[src/design/bb3_pkg.sv]
package bb3_pkg;

	localparam int MAX_WIDTH       = 1024;
	localparam int SAMPLE_BITS     = 16;
	localparam int COL_BITS        = $clog2(MAX_WIDTH);
	localparam int ROW_BITS        = 16;
	localparam int WCFG_BITS       = 11;
	localparam int HCFG_BITS       = 16;
	localparam int CFG_DATA_BITS   = 16;
	localparam int WIN_TAPS        = 9;
	localparam int SUM_BITS        = SAMPLE_BITS + 4;
	localparam int DIV9_SHIFT      = SUM_BITS + 3;
	localparam int DIV9_MULT_BITS  = SUM_BITS;
	localparam int PROD_BITS       = SUM_BITS + DIV9_MULT_BITS;
	localparam longint DIV9_MULT   = ((64'd1 << DIV9_SHIFT) + 64'd8) / 64'd9;

	localparam logic [WCFG_BITS-1:0] WIDTH_RESET  = WCFG_BITS'(1024);
	localparam logic [HCFG_BITS-1:0] HEIGHT_RESET = HCFG_BITS'(1024);
	localparam logic [WCFG_BITS-1:0] WIDTH_MIN    = WCFG_BITS'(3);
	localparam logic [WCFG_BITS-1:0] WIDTH_MAX    = WCFG_BITS'(MAX_WIDTH);
	localparam logic [HCFG_BITS-1:0] HEIGHT_MIN   = HCFG_BITS'(3);

	typedef logic [SAMPLE_BITS-1:0] sample_t;
	typedef logic [COL_BITS-1:0]    col_t;
	typedef logic [ROW_BITS-1:0]    row_t;
	typedef logic [SUM_BITS-1:0]    sum_t;

	typedef enum logic [1:0] {
		REG_FRAME_WIDTH  = 2'd0,
		REG_FRAME_HEIGHT = 2'd1
	} reg_index_t;

	typedef struct packed {
		logic emit;
		logic frame_end;
		col_t col;
	} px_ctrl_t;

endpackage

[src/design/bb3_window_sum.sv]
module bb3_window_sum (
	input  logic             clk,
	input  logic             arst_n,
	input  logic             en,
	input  bb3_pkg::sample_t top,
	input  bb3_pkg::sample_t mid,
	input  bb3_pkg::sample_t sample,
	output bb3_pkg::sum_t    sum_s2
);
	import bb3_pkg::*;

	sample_t win_q [WIN_TAPS];
	sample_t win_d [WIN_TAPS];
	sum_t    sum_d;

	always_comb begin
		for (int r = 0; r < 3; r++) begin
			win_d[r*3 + 0] = win_q[r*3 + 1];
			win_d[r*3 + 1] = win_q[r*3 + 2];
		end
		win_d[2] = top;
		win_d[5] = mid;
		win_d[8] = sample;
		sum_d = '0;
		for (int i = 0; i < WIN_TAPS; i++) begin
			sum_d = sum_d + SUM_BITS'(win_d[i]);
		end
	end

	always_ff @(posedge clk or negedge arst_n) begin
		if (!arst_n) begin
			for (int i = 0; i < WIN_TAPS; i++) begin
				win_q[i] <= '0;
			end
		end else if (en) begin
			win_q <= win_d;
		end
	end

	always_ff @(posedge clk) begin
		if (en) begin
			sum_s2 <= sum_d;
		end
	end

endmodule

[config.mk]
export PLATFORM = sky130hd
export DESIGN_NAME = bb3_window_sum
export DESIGN_NICKNAME = d
export VERILOG_FILES = /design/src/design/bb3_pkg.sv /design/src/design/bb3_window_sum.sv
export SDC_FILE = /design/constraint.sdc
export NUM_CORES = 1
export LEC_CHECK = 0
export BUFFER_PORTS_ARGS = -buffer_cell sky130_fd_sc_hd__buf_4
export CAP_MARGIN = 20
export CORE_AREA = 2 2 159 130
export DETAILED_ROUTE_END_ITERATION = 10
export DIE_AREA = 0 0 161 132
export REMOVE_ABC_BUFFERS = 1
export SLEW_MARGIN = 20
export SYNTH_ARGS = -nofsm -noshare
export SYNTH_HDL_FRONTEND = slang
export SYNTH_SLANG_ARGS = --single-unit
[constraint.sdc]
create_clock -name clk -period 6.1 [get_ports clk]
set_clock_uncertainty 0.2 [all_clocks]
set_input_delay 0.61 -clock clk [delete_from_list [all_inputs] [get_ports clk]]
set_output_delay 0.61 -clock clk [all_outputs]
set_load 0.01 [all_outputs]
# Word level (Yosys, flattened, before mapping)
# Index checks and enable logic that the tools add are counted.
# word_totals
in_bits	51
output_inout_bits	20
ff_bits	116
# op_classes
add_sub_neg	8
# ops
op	count
$add 20x16->20	4
$add 19x16->20	1
$add 18x16->19	1
$add 17x16->18	1
$add 16x16->17	1

# Logic depth before layout (Yosys ltp)
# Gate-level depths: netlist of the first run.
# logic_depth
ltp_word	8
mapped_depth	16
ltp_nobuf	16

# Worst setup path before layout of the first run
# OpenSTA, ideal clock, no wires.
# synth_timing
path_kind	input to register
startpoint	input top[2]
endpoint	register sum_s2[12] (data pin)
required_ns	5.635
t_arrival_ns	4.212
setup_time_ns	0.265
setup_slack_ns	1.423
path_buffers	0
cell_stages	16
path_cell_list	inv_1 -> fa_1 -> inv_1 -> fa_1 -> fa_1 -> inv_1 -> fa_1 -> inv_1 -> ha_1 -> inv_1 -> fa_1 -> nand2b_1 -> a21oi_1 -> o21ai_0 -> o21ai_0 -> xor2_1
# synth_via
elab_chain_len	7
# synth_rtl
element	line	source
start: declaration	bb3_window_sum.sv:5	input bb3_pkg::sample_t top,
$add 17x16->18	bb3_window_sum.sv:26	sum_d = sum_d + SUM_BITS'(win_d[i]);
$add 18x16->19	bb3_window_sum.sv:26	
$add 19x16->20	bb3_window_sum.sv:26	
$add 20x16->20 (4 in a row)	bb3_window_sum.sv:26	
named net sum_d[12]	bb3_window_sum.sv:14	sum_t sum_d;
end signal: assignment	bb3_window_sum.sv:42	sum_s2 <= sum_d;
end: declaration	bb3_window_sum.sv:8	output bb3_pkg::sum_t sum_s2
# The timed path passes the listed nets, and every way through them passes these cells.
# A chain may end at the register's enable or synchronous reset.

# Worst setup path after layout of the first run
# Same ends and word-level chain as after synthesis.

==> flow_summary.json, run 1 <==
{
  "status": "completed",
  "drc": 0,
  "async_reset_ff_frac": 0.828,
  "cp-start-kind": "primary input",
  "synth_xor_area_frac": 0.0158,
  "htree_levels": 4,
  "grt_overflow": 0,
  "grt.total_usage": 0.143,
  "die_area_sq_mm": 0.0213,
  "slew_headroom": 0.471,
  "postCtsSetupBuffers": 0,
  "rsz0062_at_grt": "false",
  "ys_top_cells_by_count": "inv_1 (154), fa_1 (110), dfrtp_1 (96), mux2_2 (96), ha_1 (21)",
  "synth_area_per_cell_sq_um": 12.9,
  "clk_pin_slew_ns": 0.05,
  "ys_warn_count": 0,
  "synth.yosys.seq_area_share": 0.386,
  "antenna_found_initial": 0,
  "cts_buffers": 17,
  "routed_wire_length_per_instance_um": 14.0,
  "clk_latency_ns": 0.41,
  "die_w_um": 161,
  "regArea_sq_mm": 0.00300,
  "drt-total-wl_um": 13400,
  "drt_iter0_markers": 173,
  "diodes": 0,
  "clk_path_buf_depth": 2,
  "dr_total_vias": 4335,
  "period_needed_ns": 4.90,
  "synth-edff-count": 20,
  "synth-seq-cells": 116,
  "synth_area_leaders": "dfrtp_1 (31%), fa_1 (28%), mux2_2 (14%)",
  "r2r-start": "win_d[18]",
  "grt_pass1_vias": 5060,
  "synthMuxAreaShare": 0.139,
  "r2r_end": "sum_s2[12]",
  "cts-root-buf": "clkbuf_16",
  "synth_fa_ha_area_frac": 0.317,
  "fmax_ghz": 0.204,
  "layout-drive-gt1-share": 0.291,
  "synth.most_common_cell": "inv_1",
  "grt_max_degree": 63,
  "yosysUniqueCellTypes": 33,
  "hold_violations": 0,
  "syn_area_sq_mm": 0.00778,
  "hold_class": "in -> async",
  "period_share": 0.804,
  "syn2layout_area_growth_pct": 17.8,
  "r2r_cells": 14,
  "critical_path.startpoint": "top[2]",
  "cp_max_fo": 4,
  "hpwl_um": 10400,
  "drtAntennaViolNets": 0,
  "slew_violations": 0,
  "crit_end": "sum_s2[12]",
  "clkSinkCount": 116,
  "multi_input_area_sq_mm": 0.00414,
  "syn_inst": 605,
  "synth_ff_type": "dfrtp_1",
  "synth_top_cell_area_share": 0.309,
  "synth_top_family_by_area": "adder cells",
  "cts_tree": "done",
  "rows": 46,
  "final.setup.tns_ns": 0,
  "grt_pass1_wl_um": 24100,
  "io_pins": 71,
  "setup.worst_path.class": "in -> reg",
  "hold_buffers": 0,
  "place.port_buffers": 70,
  "synth-simple-area-share": 0.0198,
  "setup_viol": 0,
  "finalWeightedCongestion": 0.782,
  "synth_compound_area_frac": 0.0402,
  "nFillCells": 1770,
  "final_nets": 864,
  "core_sq_mm": 0.0196,
  "die_h_um": 132,
  "cp.arrival_ns": 4.84,
  "vias_per_cell": 4.52,
  "endpoint_kind": "flop",
  "reg2reg_slack_ns": 1.22,
  "ctsResizeCount": 0,
  "maxCapViolations": 0,
  "worstMarginPinSlew_ns": 0.794,
  "yosys.area.top_type": "dfrtp_1",
  "start_util": 0.398,
  "drt-pass1-iter-count": 4,
  "cp.required_ns": 6.03
}
[registers in the layout (all words and copies together), names as in the netlist]
name	flops
win_d	96
sum_s2	20
[per-stage QoR]
step / std cells / setup slack (ns) / hold slack, ns / util / instance area (sq um)
after global routing: 959 / 0.927 / 0.0507 / 0.469 / 9170
after detailed placement: 927 / 0.850 / 0.322 / 0.439 / 8590
after global placement: 927 / 0.979 / 0.310 / 0.439 / 8590
after floorplan: 591 / 1.42 / 0.114 / - / 7720
after CTS: 959 / 1.26 / 0.0216 / 0.469 / 9170
final: 959 / 1.20 / 0.0145 / 0.469 / 9170
[critical path, stage by stage]
cell and delay [ns]:
buf_4 0.08, inv_1 0.04, fa_1 0.55, inv_1 0.06, fa_1 0.51, fa_1 0.55, inv_1 0.05, fa_1 0.46
inv_1 0.07, ha_1 0.21, inv_1 0.07, fa_1 0.40, nand2b_1 0.18, a21oi_1 0.35, o21ai_0 0.22, o21ai_0 0.27
xor2_1 0.12
[area by class of cell]
cell class,instances,area share
tap,264,0.0360
clock inverter,8,0.00751
sequential,116,0.328
clock buffer,24,0.0559
inverter,154,0.0630
timing repair buffer,72,0.0590
multi-input combinational,321,0.451
[worst min-delay path by stage]
stage	end	cells after the start
final	win_d[20]	1
after global routing	win_d[36]	1
after CTS	win_d[36]	1
after detailed placement	win_d[130]	1
after global placement	win_d[131]	1
after floorplan	win_d[112]	0
[per-layer routing]
metal	GRT usage	vias to the layer above	wire length (um)	part of all wire
met2	0.227	83	6330	0.47
met3	0.0349	10	545	0.041
met4	0.0407	0	142	0.011
met5	0	-	0	0
li1	-	2045	-	-
met1	0.195	2197	6380	0.48
[layout by cell type (no fill, tap or decap), types with 15 or more instances in the layout]
cell         n
inv_1      154
fa_1       110
mux2_2      96
dfrtp_1     96
buf_4       72
ha_1        21
edfxtp_1    20
a21oi_1     19
clkbuf_16   18
nand2_1     15
[cell families (layout without fill, tap and decap cells)]
kind of cell / count (synthesis) / after routing
DFF: 116 / 116
AOI/OAI and AO/OA: 46 / 46
buffers and inverters: 168 / 258
muxes: 96 / 96
and+or+nand+nor: 34 / 34
xor gates and xnor gates: 14 / 14
adders and majority gates: 131 / 131
Power of run 1 is left out: the tool's default activity adds up to more than one toggle a clock period on the data nets, which glitch-free logic cannot reach.
==> run 2: changes to the inputs <==
Settings changed: ABC_AREA set to 1, CORE_AREA 2 2 159 130 to 2 2 161 132, DIE_AREA 0 0 161 132 to 0 0 163 134.
Clock period 6.1 ns to 4.8 ns, I/O delays scaled along.
==> flow_summary.json, run 2 <==
{
  "die_area_sq_mm": 0.0218,
  "drt_iter0_markers": 271,
  "rsz0062_at_grt": "false",
  "drt-total-wl_um": 14400,
  "start_util": 0.394,
  "hold_violations": 0,
  "io_pins": 71,
  "syn2layout_area_growth_pct": 18.2,
  "antenna_found_initial": 0,
  "ys_warn_count": 0,
  "finalWeightedCongestion": 0.758,
  "synth-edff-count": 20,
  "grt_overflow": 0,
  "vias_per_cell": 4.28,
  "syn_area_sq_mm": 0.00799,
  "cp.required_ns": 4.78,
  "cp_max_fo": 3,
  "final.setup.tns_ns": 0,
  "maxCapViolations": 0,
  "yosysUniqueCellTypes": 22,
  "layout_commonest_cell": "inv_1",
  "hold_class": "in -> reg",
  "postCtsSetupBuffers": 0,
  "die_w_um": 163,
  "cts-root-buf": "clkbuf_16",
  "largest_reg_flops": 96,
  "fmax_ghz": 0.236,
  "grt_max_degree": 117,
  "synth_ff_type": "dfrtp_1",
  "setup.worst_path.class": "reg -> reg",
  "yosys.area.top_type": "dfrtp_1",
  "slew_violations": 0,
  "synth.most_common_cell": "inv_1",
  "layout_common_cells": "inv_1 (243), nand2_1 (138), fa_1 (110), dfrtp_1 (96), buf_4 (72)",
  "cts_buffers": 17,
  "final_nets": 1103,
  "period_needed_ns": 4.23,
  "routed_wire_length_per_instance_um": 12.0,
  "synth_area_leaders": "dfrtp_1 (30%), fa_1 (28%), inv_1 (11%)",
  "clk_pin_slew_ns": 0.06,
  "grt_pass1_wl_um": 25600,
  "cts_tree": "done",
  "cp-start-kind": "flop",
  "r2r_cells": 17,
  "htree_levels": 4,
  "rows": 47,
  "drtAntennaViolNets": 0,
  "endpoint_kind": "flop",
  "clkSinkCount": 116,
  "grt.total_usage": 0.151,
  "synth_top_cell_area_share": 0.301,
  "ys_top_cells_by_count": "inv_1 (243), nand2_1 (138), fa_1 (110)",
  "synth.yosys.seq_area_share": 0.376,
  "syn_inst": 849,
  "place.port_buffers": 70,
  "async_reset_ff_frac": 0.828,
  "diodes": 0,
  "whs_path_depth": 3,
  "clk_latency_ns": 0.42,
  "worstMarginPinSlew_ns": 0.800,
  "clk_path_buf_depth": 2,
  "synth_area_per_cell_sq_um": 9.41,
  "layout-drive-gt1-share": 0.130,
  "grt_pass1_vias": 5539,
  "drt-pass1-iter-count": 5,
  "core_sq_mm": 0.0203,
  "synth-seq-cells": 116,
  "cp.arrival_ns": 4.21,
  "status": "completed",
  "drc": 0,
  "dr_total_vias": 5154,
  "slew_headroom": 0.467,
  "nFillCells": 1927,
  "hpwl_um": 11100,
  "die_h_um": 134,
  "period_share": 0.882,
  "setup_viol": 0
}
-- run 2: critical path, cell delays in order (launching register included) --
cell	delay, ns
dfrtp_1	0.40
fa_1	0.58
fa_1	0.44
fa_1	0.54
inv_1	0.05
fa_1	0.46
inv_1	0.07
ha_1	0.17
inv_1	0.05
fa_1	0.39
inv_1	0.08
nand2_1	0.05
nand2_1	0.11
nand3_1	0.10
nand2_2	0.10
nand2_1	0.07
nand3_1	0.09
nand2_1	0.05
-- run 2: area by class of cell --
| type | count | area (sq um) | share of cell area |
|---|---|---|---|
| Inverter | 247 | 927 | 0.0983 |
| Sequential cell | 116 | 3000 | 0.318 |
| Clock inverter | 11 | 170 | 0.0180 |
| Clock buffer | 21 | 482 | 0.0511 |
| Timing Repair Buffer | 74 | 562 | 0.0595 |
| Tap cell | 269 | 337 | 0.0357 |
| Multi-Input combinational cell | 465 | 3960 | 0.419 |
-- run 2: final timing paths --
check / startpoint / endpoint / slack [ns]
worst max-delay path: win_d[18] / sum_s2[16] / 0.57
min in group asynchronous: arst_n / win_d[21] / 0.49
max in group asynchronous: arst_n / win_d[95] / 2.93
worst max register to register: win_d[18] / sum_s2[16] / 0.57
worst min-delay path: top[2] / win_d[114] / 0.07
worst min register to register: win_d[135] / win_d[135] / 0.34
-- run 2: what timing repair did --
| action | CTS | global route |
|---|---|---|
| endpoints found under the setup margin | 0 | 0 |
| hold buffers | 1 | 0 |
| endpoints found under the hold margin | 60 | 0 |
| gates resized for setup | 0 | 0 |
-- run 2: kinds of logic (layout without fill, tap and decap cells) --
logic type | Yosys count | in the layout | share of synthesized area
buf+inv | 268 | 353 | 0.129
compound gates | 107 | 107 | 0.0671
flops | 116 | 116 | 0.376
simple gates | 220 | 220 | 0.112
fa+ha+maj | 131 | 131 | 0.309
xor+xnor | 7 | 7 | 0.00768
-- run 2: stage by stage --
stage | worst slack, ns | hold slack [ns] | util | cell area, sq um | std cells
global placement | 0.279 | 0.326 | 0.432 | 8770 | 1170
floorplan | 0.558 | -0.0156 | - | 7890 | 828
finish | 0.566 | 0.0699 | 0.465 | 9440 | 1203
detailed placement | 0.219 | 0.334 | 0.432 | 8770 | 1170
CTS | 0.544 | 0.0531 | 0.465 | 9440 | 1203
global route | 0.313 | 0.0656 | 0.465 | 9440 | 1203
-- run 2: routing by layer --
layer | global-route usage | vias to the layer above | wire length, um
li1 | - | 2624 | -
met1 | 0.208 | 2437 | 7170
met2 | 0.236 | 70 | 6550
met3 | 0.0334 | 23 | 466
met4 | 0.0536 | 0 | 240
met5 | 0 | - | 0
Power of run 2 is left out for the same reason.
