$ cat src/design/bb3_pkg.sv
package bb3_pkg;

	localparam int MAX_WIDTH       = 1024;
	localparam int SAMPLE_BITS     = 16;
	localparam int COL_BITS        = $clog2(MAX_WIDTH);
	localparam int ROW_BITS        = 16;
	localparam int WCFG_BITS       = 11;
	localparam int HCFG_BITS       = 16;
	localparam int CFG_DATA_BITS   = 16;
	localparam int WIN_TAPS        = 9;
	localparam int SUM_BITS        = SAMPLE_BITS + 4;
	localparam int DIV9_SHIFT      = SUM_BITS + 3;
	localparam int DIV9_MULT_BITS  = SUM_BITS;
	localparam int PROD_BITS       = SUM_BITS + DIV9_MULT_BITS;
	localparam longint DIV9_MULT   = ((64'd1 << DIV9_SHIFT) + 64'd8) / 64'd9;

	localparam logic [WCFG_BITS-1:0] WIDTH_RESET  = WCFG_BITS'(1024);
	localparam logic [HCFG_BITS-1:0] HEIGHT_RESET = HCFG_BITS'(1024);
	localparam logic [WCFG_BITS-1:0] WIDTH_MIN    = WCFG_BITS'(3);
	localparam logic [WCFG_BITS-1:0] WIDTH_MAX    = WCFG_BITS'(MAX_WIDTH);
	localparam logic [HCFG_BITS-1:0] HEIGHT_MIN   = HCFG_BITS'(3);

	typedef logic [SAMPLE_BITS-1:0] sample_t;
	typedef logic [COL_BITS-1:0]    col_t;
	typedef logic [ROW_BITS-1:0]    row_t;
	typedef logic [SUM_BITS-1:0]    sum_t;

	typedef enum logic [1:0] {
		REG_FRAME_WIDTH  = 2'd0,
		REG_FRAME_HEIGHT = 2'd1
	} reg_index_t;

	typedef struct packed {
		logic emit;
		logic frame_end;
		col_t col;
	} px_ctrl_t;

endpackage

$ cat src/design/bb3_div9.sv
module bb3_div9 (
	input  logic             clk,
	input  logic             en,
	input  bb3_pkg::sum_t    sum,
	input  logic             frame_end,
	output bb3_pkg::sample_t blurred_q,
	output logic             frame_end_q
);
	import bb3_pkg::*;

	logic [PROD_BITS-1:0] prod;

	// Division by nine as a multiply by the rounded-up reciprocal.
	assign prod = PROD_BITS'(sum) * PROD_BITS'(DIV9_MULT[DIV9_MULT_BITS-1:0]);

	always_ff @(posedge clk) begin
		if (en) begin
			blurred_q   <= prod[DIV9_SHIFT +: SAMPLE_BITS];
			frame_end_q <= frame_end;
		end
	end

endmodule

$ cat config.mk
export PLATFORM = sky130hd
export DESIGN_NAME = bb3_div9
export DESIGN_NICKNAME = d
export VERILOG_FILES = /design/src/design/bb3_pkg.sv /design/src/design/bb3_div9.sv
export SDC_FILE = /design/constraint.sdc
export NUM_CORES = 1
export LEC_CHECK = 0
export ABC_CLOCK_PERIOD_IN_PS = 12050
export BUFFER_PORTS_ARGS = -buffer_cell sky130_fd_sc_hd__buf_4
export CORE_UTILIZATION = 50
export CTS_CLUSTER_SIZE = 16
export DETAILED_ROUTE_END_ITERATION = 6
export PLACE_DENSITY = 0.65
export SYNTH_ARGS = -nofsm -noshare
export SYNTH_HDL_FRONTEND = slang
export SYNTH_SLANG_ARGS = --single-unit
$ cat constraint.sdc
create_clock -name clk -period 12.05 [get_ports clk]
set_clock_uncertainty 0.05 [all_clocks]
set_input_delay 1.205 -clock clk [delete_from_list [all_inputs] [get_ports clk]]
set_output_delay 1.205 -clock clk [all_outputs]
set_load 0.03 [all_outputs]
# Word level (Yosys, flattened, before mapping)
# Cells that the tools add are included.
totals:
  regBits: 17
classes:
  multipliers: 1
op_table:
  columns: ["op", "count"]
  rows:
  - ["$mul A20 B18 Y37 const B", 1]

# Logic depth before layout (Yosys ltp)
# Gate-level depths: netlist of the first run.
depth:
  ltp_word: 1
  mapped_depth: 21
  ltp_nobuf: 20

# Least setup slack after synthesis of the first run
# OpenSTA, ideal clock, no wires.
synth_timing:
  kind: "input -> register"
  start: "in sum[6]"
  end: "reg blurred_q[15], data pin"
  cell_stages: 18
  setup_time_ps: 265
  arrival_ps: 5988
  path_slack_ps: 5747
  path_buffers: 0
  path_cell_list: "inv_1 fa_1 inv_1 ha_1 fa_1 fa_1 inv_1 fa_1 fa_1 inv_1 ha_1 a21oi_1 o21ai_0 a21oi_1 o32ai_1 a211oi_2 a21o_2 a211oi_2"
synth_between:
  elab_chain_len: 1
synth_lines:
  columns: ["element", "line", "rtl"]
  rows:
  - ["from (decl)", "bb3_div9.sv:4", "input bb3_pkg::sum_t sum,"]
  - ["$mul A20 B18 Y37", "bb3_div9.sv:14", "assign prod = PROD_BITS'(sum) * PROD_BITS'(DIV9_MULT[DIV9_MULT_BITS-1:0]);"]
  - ["via prod[38]", "bb3_div9.sv:11", "logic [PROD_BITS-1:0] prod;"]
  - ["to (signal assigned)", "bb3_div9.sv:18", "blurred_q <= prod[DIV9_SHIFT +: SAMPLE_BITS];"]
  - ["to (decl)", "bb3_div9.sv:6", "output bb3_pkg::sample_t blurred_q,"]
# The timed path passes the listed nets, and every way through them passes these cells.
# A chain may end at the register's enable or synchronous reset.

# Final worst setup path of the first run
# Ends and elaborated chain as after synthesis.

==> impl_metrics.ini, run 1 <==
[sta]
period_minus_slack_ps = 6570
tightestPinTransition_ps = 460
max_freq_mhz = 152
hold_violations = 0
max_slew_margin_pct = 69.3
rsz0062_at_grt = no
setup_ws_ps = 5480
setup_violations = 0
finalCritPeriodShare_pct = 54.6
finalSetupTns_ps = 0
hold_ws_ps = 1090
slew_violations = 0

[synthesis]
synth-edff-count = 17
yosysUniqueCellTypes = 47
synth.area.top_cells = ha_1, fa_1, inv_1
ys_seq_area_share_pct = 9.08
yosysWarnings = 0
synth_nets = 804
synth_area_um2 = 5620
synth_top_area_cell = ha_1
ys.flop_type = edfxtp_1
async_flop_share_pct = 0
syn_inst = 551
synth_top_area_share_pct = 31.6
ys_seq_elements = 17
syn_avg_cell_area_um2 = 10.2

[clock_tree]
cts_resized = 0
cts-root-buf = clkbuf_8
cts_tree = done
htree_levels = 1
clkTransAtPathRegs_ps = 70
cts_sinks = 17
numCtsBuffers = 3
holdBufCountCts = 0
clock_path_buffers = 2
post_cts_buffers = 0

[grt]
grt_pass1_wl_um = 19500
grt_max_degree = 18
antenna_found_initial = 0
grt_pass1_vias = 4106
gr-usage-all-layers_pct = 22.1
grt_overflow = 0

[route]
postRouteAntennaNets = 0
drtIter0Drc = 131
drc = 0
vias = 3833
dr.pass1.iters = 4
wl_per_cell_um = 15.9
viasPerCell = 5.23
wl_um = 11700

[floorplanning]
initial_core_util_pct = 51.6
ios = 40
fp-row-count = 38
dieHeight_um = 108
die_x_um = 108
core_area_um2 = 10900
dieArea_um2 = 11700

[placed_design]
port_buffers = 39
place_worst_setup_slack_ps = 5210
place_congestion = 0.959
post-dp-hpwl_um = 11000
place_area_um2 = 6080

[finish]
drive_above_1_share_pct = 8.77
area_growth_pct = 8.93
design_area_um2 = 6120
nets = 847
n_antenna_cell = 0
nFillCells = 942

[critical_path]
cp_max_fo = 5
cp_top_family = adder cells
slowest_delay_ps = 550
critPathCaptureType = register
critPathBufInv = 5
worstPathRequired_ps = 12000
crit_path_cell_trace = buf_4 > inv_1 > fa_1 > inv_1 > ha_1 > fa_1 > fa_1 > inv_1 > fa_1 > fa_1 > inv_1 > ha_1 > a21oi_1 > o21ai_0 > a21oi_1 > o32ai_1 > a211oi_2 > a21o_2 > a211oi_2
critical_path_class = in -> reg
worstPathArrival_ps = 6520
cp-start-kind = input port
slowest_stage = fa_1
cp_common_cell = fa_1

[status]
outcome = complete, no violations

[worst_hold_path]
hold_class = in -> reg

[flow_run]
maxCapViolCount = 0
==> cells in the mapped netlist, types with 2 or more instances <==
cell      count
a211oi_1      2
a211oi_2      2
a21o_1       12
a21oi_1      13
a31oi_1       3
edfxtp_1     17
fa_1         88
ha_1        142
inv_1       156
nand2_1      16
nand3_1       4
nand4_1       4
nor2_1       17
nor3_1        5
o211a_1       2
o21a_1        2
o21ai_0       8
o41a_1        2
o41ai_1       2
or2_2         2
xnor2_1      16
xor2_1       11
==> path summary, 6_finish.rpt <==
kind | start | endpoint | slack (ps) | cells past startpoint
setup / recovery | sum[6] | blurred_q[15] | 5480 | 19
hold / removal | frame_end | frame_end_q | 1090 | 1
==> logic make-up (layout without fill, tap and decap cells) <==
group | count (synthesis) | after routing | synth area share, %
AND/OR/NAND/NOR | 55 | 55 | 4.65
buffers and inverters | 157 | 199 | 10.6
AO/OA/AOI/OAI | 65 | 65 | 8.48
adder cells (fa/ha/maj) | 230 | 230 | 63.0
flip-flops | 17 | 17 | 9.08
XOR/XNOR | 27 | 27 | 4.21
==> area by class of cell <==
| class | count | area [µm²] | share of cell area [%] |
|---|---|---|---|
| inverter | 156 | 586 | 9.56 |
| multi-input combinational | 377 | 4510 | 73.7 |
| sequential | 17 | 510 | 8.34 |
| timing repair buffer | 39 | 293 | 4.78 |
| tap | 140 | 175 | 2.86 |
| clock buffer | 4 | 45.0 | 0.736 |
==> state kept, by name, indices dropped and copies added (netlist names) <==
signal,flops
frame_end_q,1
blurred_q,16
==> cells in the final DEF (no fill, tap or decap), drive strengths merged, types with 5 or more instances in the layout <==
cell      n
xnor2    16
edfxtp   17
a21o     13
nor2     17
buf      39
nand2    16
ha      142
xor2     11
o21ai     8
a21oi    14
nor3      5
inv     156
fa       88
==> stage by stage <==
stage,std cells,utilization (%)
floorplan,551,-
global placement,729,55.8
detailed placement,729,55.8
CTS,733,56.2
global route,733,56.2
finish,733,56.2
==> per-layer routing <==
layer  track usage, %  part of all wire, %  vias to the layer above
li1                 -                    -                     1865
met1             27.3                   41                     1886
met2             41.3                   53                       68
met3             1.57                  3.4                       14
met4             5.77                  2.6                        0
met5                0                    0                        -
Power of run 1 is left out: the tool's default activity adds up to more than one toggle a clock period on the data nets, which glitch-free logic cannot reach.
==> inputs of run 2 (changes only) <==
--- a/config.mk
+++ b/config.mk
@@ -5,7 +5,7 @@
 export SDC_FILE = /design/constraint.sdc
 export NUM_CORES = 1
 export LEC_CHECK = 0
-export ABC_CLOCK_PERIOD_IN_PS = 12050
+export ABC_CLOCK_PERIOD_IN_PS = 6400
 export BUFFER_PORTS_ARGS = -buffer_cell sky130_fd_sc_hd__buf_4
 export CORE_UTILIZATION = 50
 export CTS_CLUSTER_SIZE = 16
==> constraint.sdc (replaced) <==
create_clock -name clk -period 6.4 [get_ports clk]
set_clock_uncertainty 0.05 [all_clocks]
set_input_delay 0.64 -clock clk [delete_from_list [all_inputs] [get_ports clk]]
set_output_delay 0.64 -clock clk [all_outputs]
set_load 0.03 [all_outputs]
==> impl_metrics.ini, run 2 (synthesized netlist as in run 1, its figures left out) <==
[status]
outcome = complete, no violations

[grt]
grtUsageMet2_pct = 41.6
use_met1_pct = 27.3
gr-max-usage-layer = met2
grt_pass1_wl_um = 19600
grt_pass1_vias = 4111
gr-usage-all-layers_pct = 22.0
grt_max_degree = 18
grt_overflow = 0
grt_use_met3_pct = 1.57
antenna_found_initial = 0

[placed_design]
place_area_um2 = 6080
post-dp-hpwl_um = 11000
place_congestion = 0.959
port_buffers = 39

[finish]
final_cell_mix = inv_1, ha_1, fa_1
drive_above_1_share_pct = 8.77
n_antenna_cell = 0
finalCoreUtilization_pct = 56.2
reg_top3 = blurred_q (16), frame_end_q (1)
largest_register = blurred_q
design_area_um2 = 6120
area_growth_pct = 8.93
final_common_cell = inv_1
nets = 847
largest_reg_flops = 16

[route]
dr.pass1.iters = 4
wl_per_cell_um = 16.1
vias = 3865
drtIter0Drc = 139
viasPerCell = 5.27
wl_um = 11800
drc = 0
postRouteAntennaNets = 0

[clock_tree]
post_cts_buffers = 0
cts_sinks = 17
htree_levels = 1
cts_resized = 0
clkTransAtPathRegs_ps = 70
cts-root-buf = clkbuf_8
holdBufCountCts = 0
clock_path_buffers = 2
cts_tree = done
numCtsBuffers = 3

[worst_hold_path]
hold_class = in -> reg
min_path_cells = 1
min_from = frame_end
min_to = frame_end_q

[sta]
tightestPinTransition_ps = 452
max_freq_mhz = 167
hold_violations = 0
slew_violations = 0
setup_violations = 0
rsz0062_at_grt = no
hold_ws_ps = 521
finalCritPeriodShare_pct = 93.8
max_slew_margin_pct = 69.6
period_minus_slack_ps = 6000
finalSetupTns_ps = 0

[critical_path]
slowest_delay_ps = 550
cp-start-kind = input port
critical_path_class = in -> reg
crit_path_cell_trace = buf_4 > inv_1 > fa_1 > inv_1 > ha_1 > fa_1 > fa_1 > inv_1 > fa_1 > fa_1 > inv_1 > ha_1 > a21oi_1 > o21ai_0 > a21oi_1 > o32ai_1 > a211oi_2 > o21bai_1 > xor2_1
worstPathArrival_ps = 5950
cp_common_cell = fa_1
slowest_stage = fa_1
worstPathRequired_ps = 6350
critPathCaptureType = register
cp_max_fo = 5

[floorplanning]
die_x_um = 108
fp-row-count = 38
core_area_um2 = 10900
dieHeight_um = 108
ios = 40
initial_core_util_pct = 51.6
dieArea_um2 = 11700

[flow_run]
maxCapViolCount = 0
-- run 2: cell counts in the layout (fill, tap and decap cells not counted) --
No cell type changed its count.
-- run 2: worst max-delay path by stage --
stage | from | end | slack (ps)
2_1_floorplan | sum[6] | blurred_q[15] | 660
3_3_place_gp | sum[6] | blurred_q[15] | 230
3_5_place_dp | sum[6] | blurred_q[13] | 130
4_1_cts | sum[6] | blurred_q[13] | 400
5_1_grt | sum[6] | blurred_q[13] | 30
6_report | sum[6] | blurred_q[13] | 400
-- run 2: cell type report --
| cell class | count | area, µm² |
|---|---|---|
| Fill cell | 972 | 4770 |
| Sequential cell | 17 | 510 |
| Timing Repair Buffer | 39 | 293 |
| Multi-Input combinational cell | 377 | 4510 |
| Tap cell | 140 | 175 |
| Inverter | 156 | 586 |
| Clock buffer | 4 | 45.0 |
-- run 2: worst max-delay path, delay by kind of cell --
kind                       cells  cell delay, ps
adders and majority gates      7            3360
buffers and inverters          5             330
AOI/OAI and AO/OA              6            1460
xor gates and xnor gates       1             150
-- run 2: stage by stage --
stage | cells | setup slack (ps)
final | 733 | 398
after global routing | 733 | 28.2
after CTS | 733 | 401
after detailed placement | 729 | 134
after global placement | 729 | 225
after floorplan | 551 | 662
-- run 2: per-layer routing --
metal  vias to the layer above  routed length [µm]
li1                       1861                   -
met1                      1928                4960
met2                        62                6270
met3                        14                 316
met4                         0                 235
met5                         -                   0
Power of run 2 is left out for the same reason.
==> inputs of run 3 (changes only) <==
--- a/config.mk
+++ b/config.mk
@@ -5,6 +5,7 @@
 export SDC_FILE = /design/constraint.sdc
 export NUM_CORES = 1
 export LEC_CHECK = 0
+export ABC_AREA = 1
 export ABC_CLOCK_PERIOD_IN_PS = 6400
 export BUFFER_PORTS_ARGS = -buffer_cell sky130_fd_sc_hd__buf_4
 export CORE_UTILIZATION = 50
==> impl_metrics.ini, run 3 <==
[status]
outcome = complete, no violations

[route]
wl_per_cell_um = 13.8
viasPerCell = 4.73
drc = 0
vias = 5005
postRouteAntennaNets = 0
dr.pass1.iters = 5
wl_um = 14600
drtIter0Drc = 226

[floorplanning]
dieHeight_um = 117
ios = 40
die_x_um = 117
initial_core_util_pct = 51.6
fp-row-count = 41
dieArea_um2 = 13600
core_area_um2 = 12700

[synthesis]
yosysUniqueCellTypes = 23
synth_common_cells = inv_1, nand2_1, ha_1, fa_1, nor2_1
yosysMostFrequentCell = inv_1
synth_top_area_share_pct = 27.1
synth_nets = 1096
synth-edff-count = 17
syn_avg_cell_area_um2 = 7.78
ys.flop_type = edfxtp_1
synth.area.top_cells = ha_1, fa_1, inv_1
synth_area_um2 = 6560
yosysWarnings = 0
async_flop_share_pct = 0
ys_seq_area_share_pct = 7.78
synth_top_area_cell = ha_1
syn_inst = 843
ys_seq_elements = 17

[grt]
grt_overflow = 0
grt_max_degree = 18
gr-usage-all-layers_pct = 24.1
grt_pass1_vias = 5133
antenna_found_initial = 0
grt_pass1_wl_um = 24900

[placed_design]
place_congestion = 0.944
place_area_um2 = 7070
post-dp-hpwl_um = 13600
port_buffers = 39

[sta]
max_slew_margin_pct = 75.6
rsz0062_at_grt = no
slew_violations = 0
period_minus_slack_ps = 5350
setup_violations = 0
max_freq_mhz = 187
tightestPinTransition_ps = 362
finalSetupTns_ps = 0
finalCritPeriodShare_pct = 83.5
hold_violations = 0

[finish]
largest_register = blurred_q
largest_reg_flops = 16
finalCoreUtilization_pct = 56.2
final_common_cell = inv_1
nets = 1140
drive_above_1_share_pct = 7.34
design_area_um2 = 7150
final_cell_mix = inv_1, nand2_1, ha_1
n_antenna_cell = 0
area_growth_pct = 8.94
reg_top3 = blurred_q (16), frame_end_q (1)

[clock_tree]
htree_levels = 1
numCtsBuffers = 3
cts_resized = 0
cts_tree = done
clkTransAtPathRegs_ps = 50
clock_path_buffers = 2
holdBufCountCts = 0
cts_sinks = 17
cts-root-buf = clkbuf_16
post_cts_buffers = 0

[critical_path]
worstPathRequired_ps = 6350
cp-start-kind = input port
critPathCaptureType = register
cp_max_fo = 3
critical_path_class = in -> reg
worstPathArrival_ps = 5290

[worst_hold_path]
min_to = frame_end_q
hold_class = in -> reg
min_path_cells = 1
min_from = frame_end

[flow_run]
maxCapViolCount = 0
run 3: per-layer routing:
layer / GRT usage, % / part of all wire, %
met1: 35.2 / 51
met2: 39.8 / 44
met3: 0.830 / 2.6
met4: 5.65 / 2.0
met5: 0 / 0
run 3: how the worst max path moves through the flow:
stage	startpoint	endpoint	slack (ps)
2_1_floorplan	sum[7]	blurred_q[8]	1310
3_3_place_gp	sum[2]	blurred_q[8]	850
3_5_place_dp	sum[6]	blurred_q[13]	830
6_report	sum[2]	blurred_q[8]	1050
5_1_grt	sum[7]	blurred_q[8]	710
4_1_cts	sum[2]	blurred_q[8]	1080
run 3: kinds of logic (layout without fill, tap and decap cells):
logic type               after synthesis  in the layout  synth area share (%)
AND/OR/NAND/NOR                      298            298                  19.1
buffers and inverters                238            281                  13.6
XOR/XNOR                              12             12                  1.60
flip-flops                            17             17                  7.78
AO/OA/AOI/OAI                         48             48                  3.97
adder cells (fa/ha/maj)              230            230                  53.9
run 3: cell type report:
class / instances / area, µm²
well taps: 172 / 215
multi-input cells: 588 / 5160
clock buffers: 4 / 78.8
fillers: 1252 / 5570
repair buffers: 39 / 293
inverters: 238 / 893
flip-flops and latches: 17 / 510
run 3: worst max-delay path: stages:
cell and delay, ps:
buf_4 110, inv_1 50, fa_1 520, inv_1 90, ha_1 360, xor2_1 160
ha_1 190, a21o_1 190, fa_1 500, fa_1 570, inv_1 60, fa_1 540
inv_1 50, ha_1 330, nand2_1 90, inv_1 60, nand2_1 60, nand3_1 80
a21oi_1 240, nor2_1 60, nor2_1 150, nand2_1 70, nand2_1 50, nand2_1 50
run 3: through the flow:
step	worst slack [ps]	hold WS [ps]	cells
final	1050	522	1058
after global routing	712	525	1058
after CTS	1080	523	1058
after detailed placement	833	777	1054
after global placement	845	769	1054
after floorplan	1310	689	843
Power of run 3 is left out for the same reason.
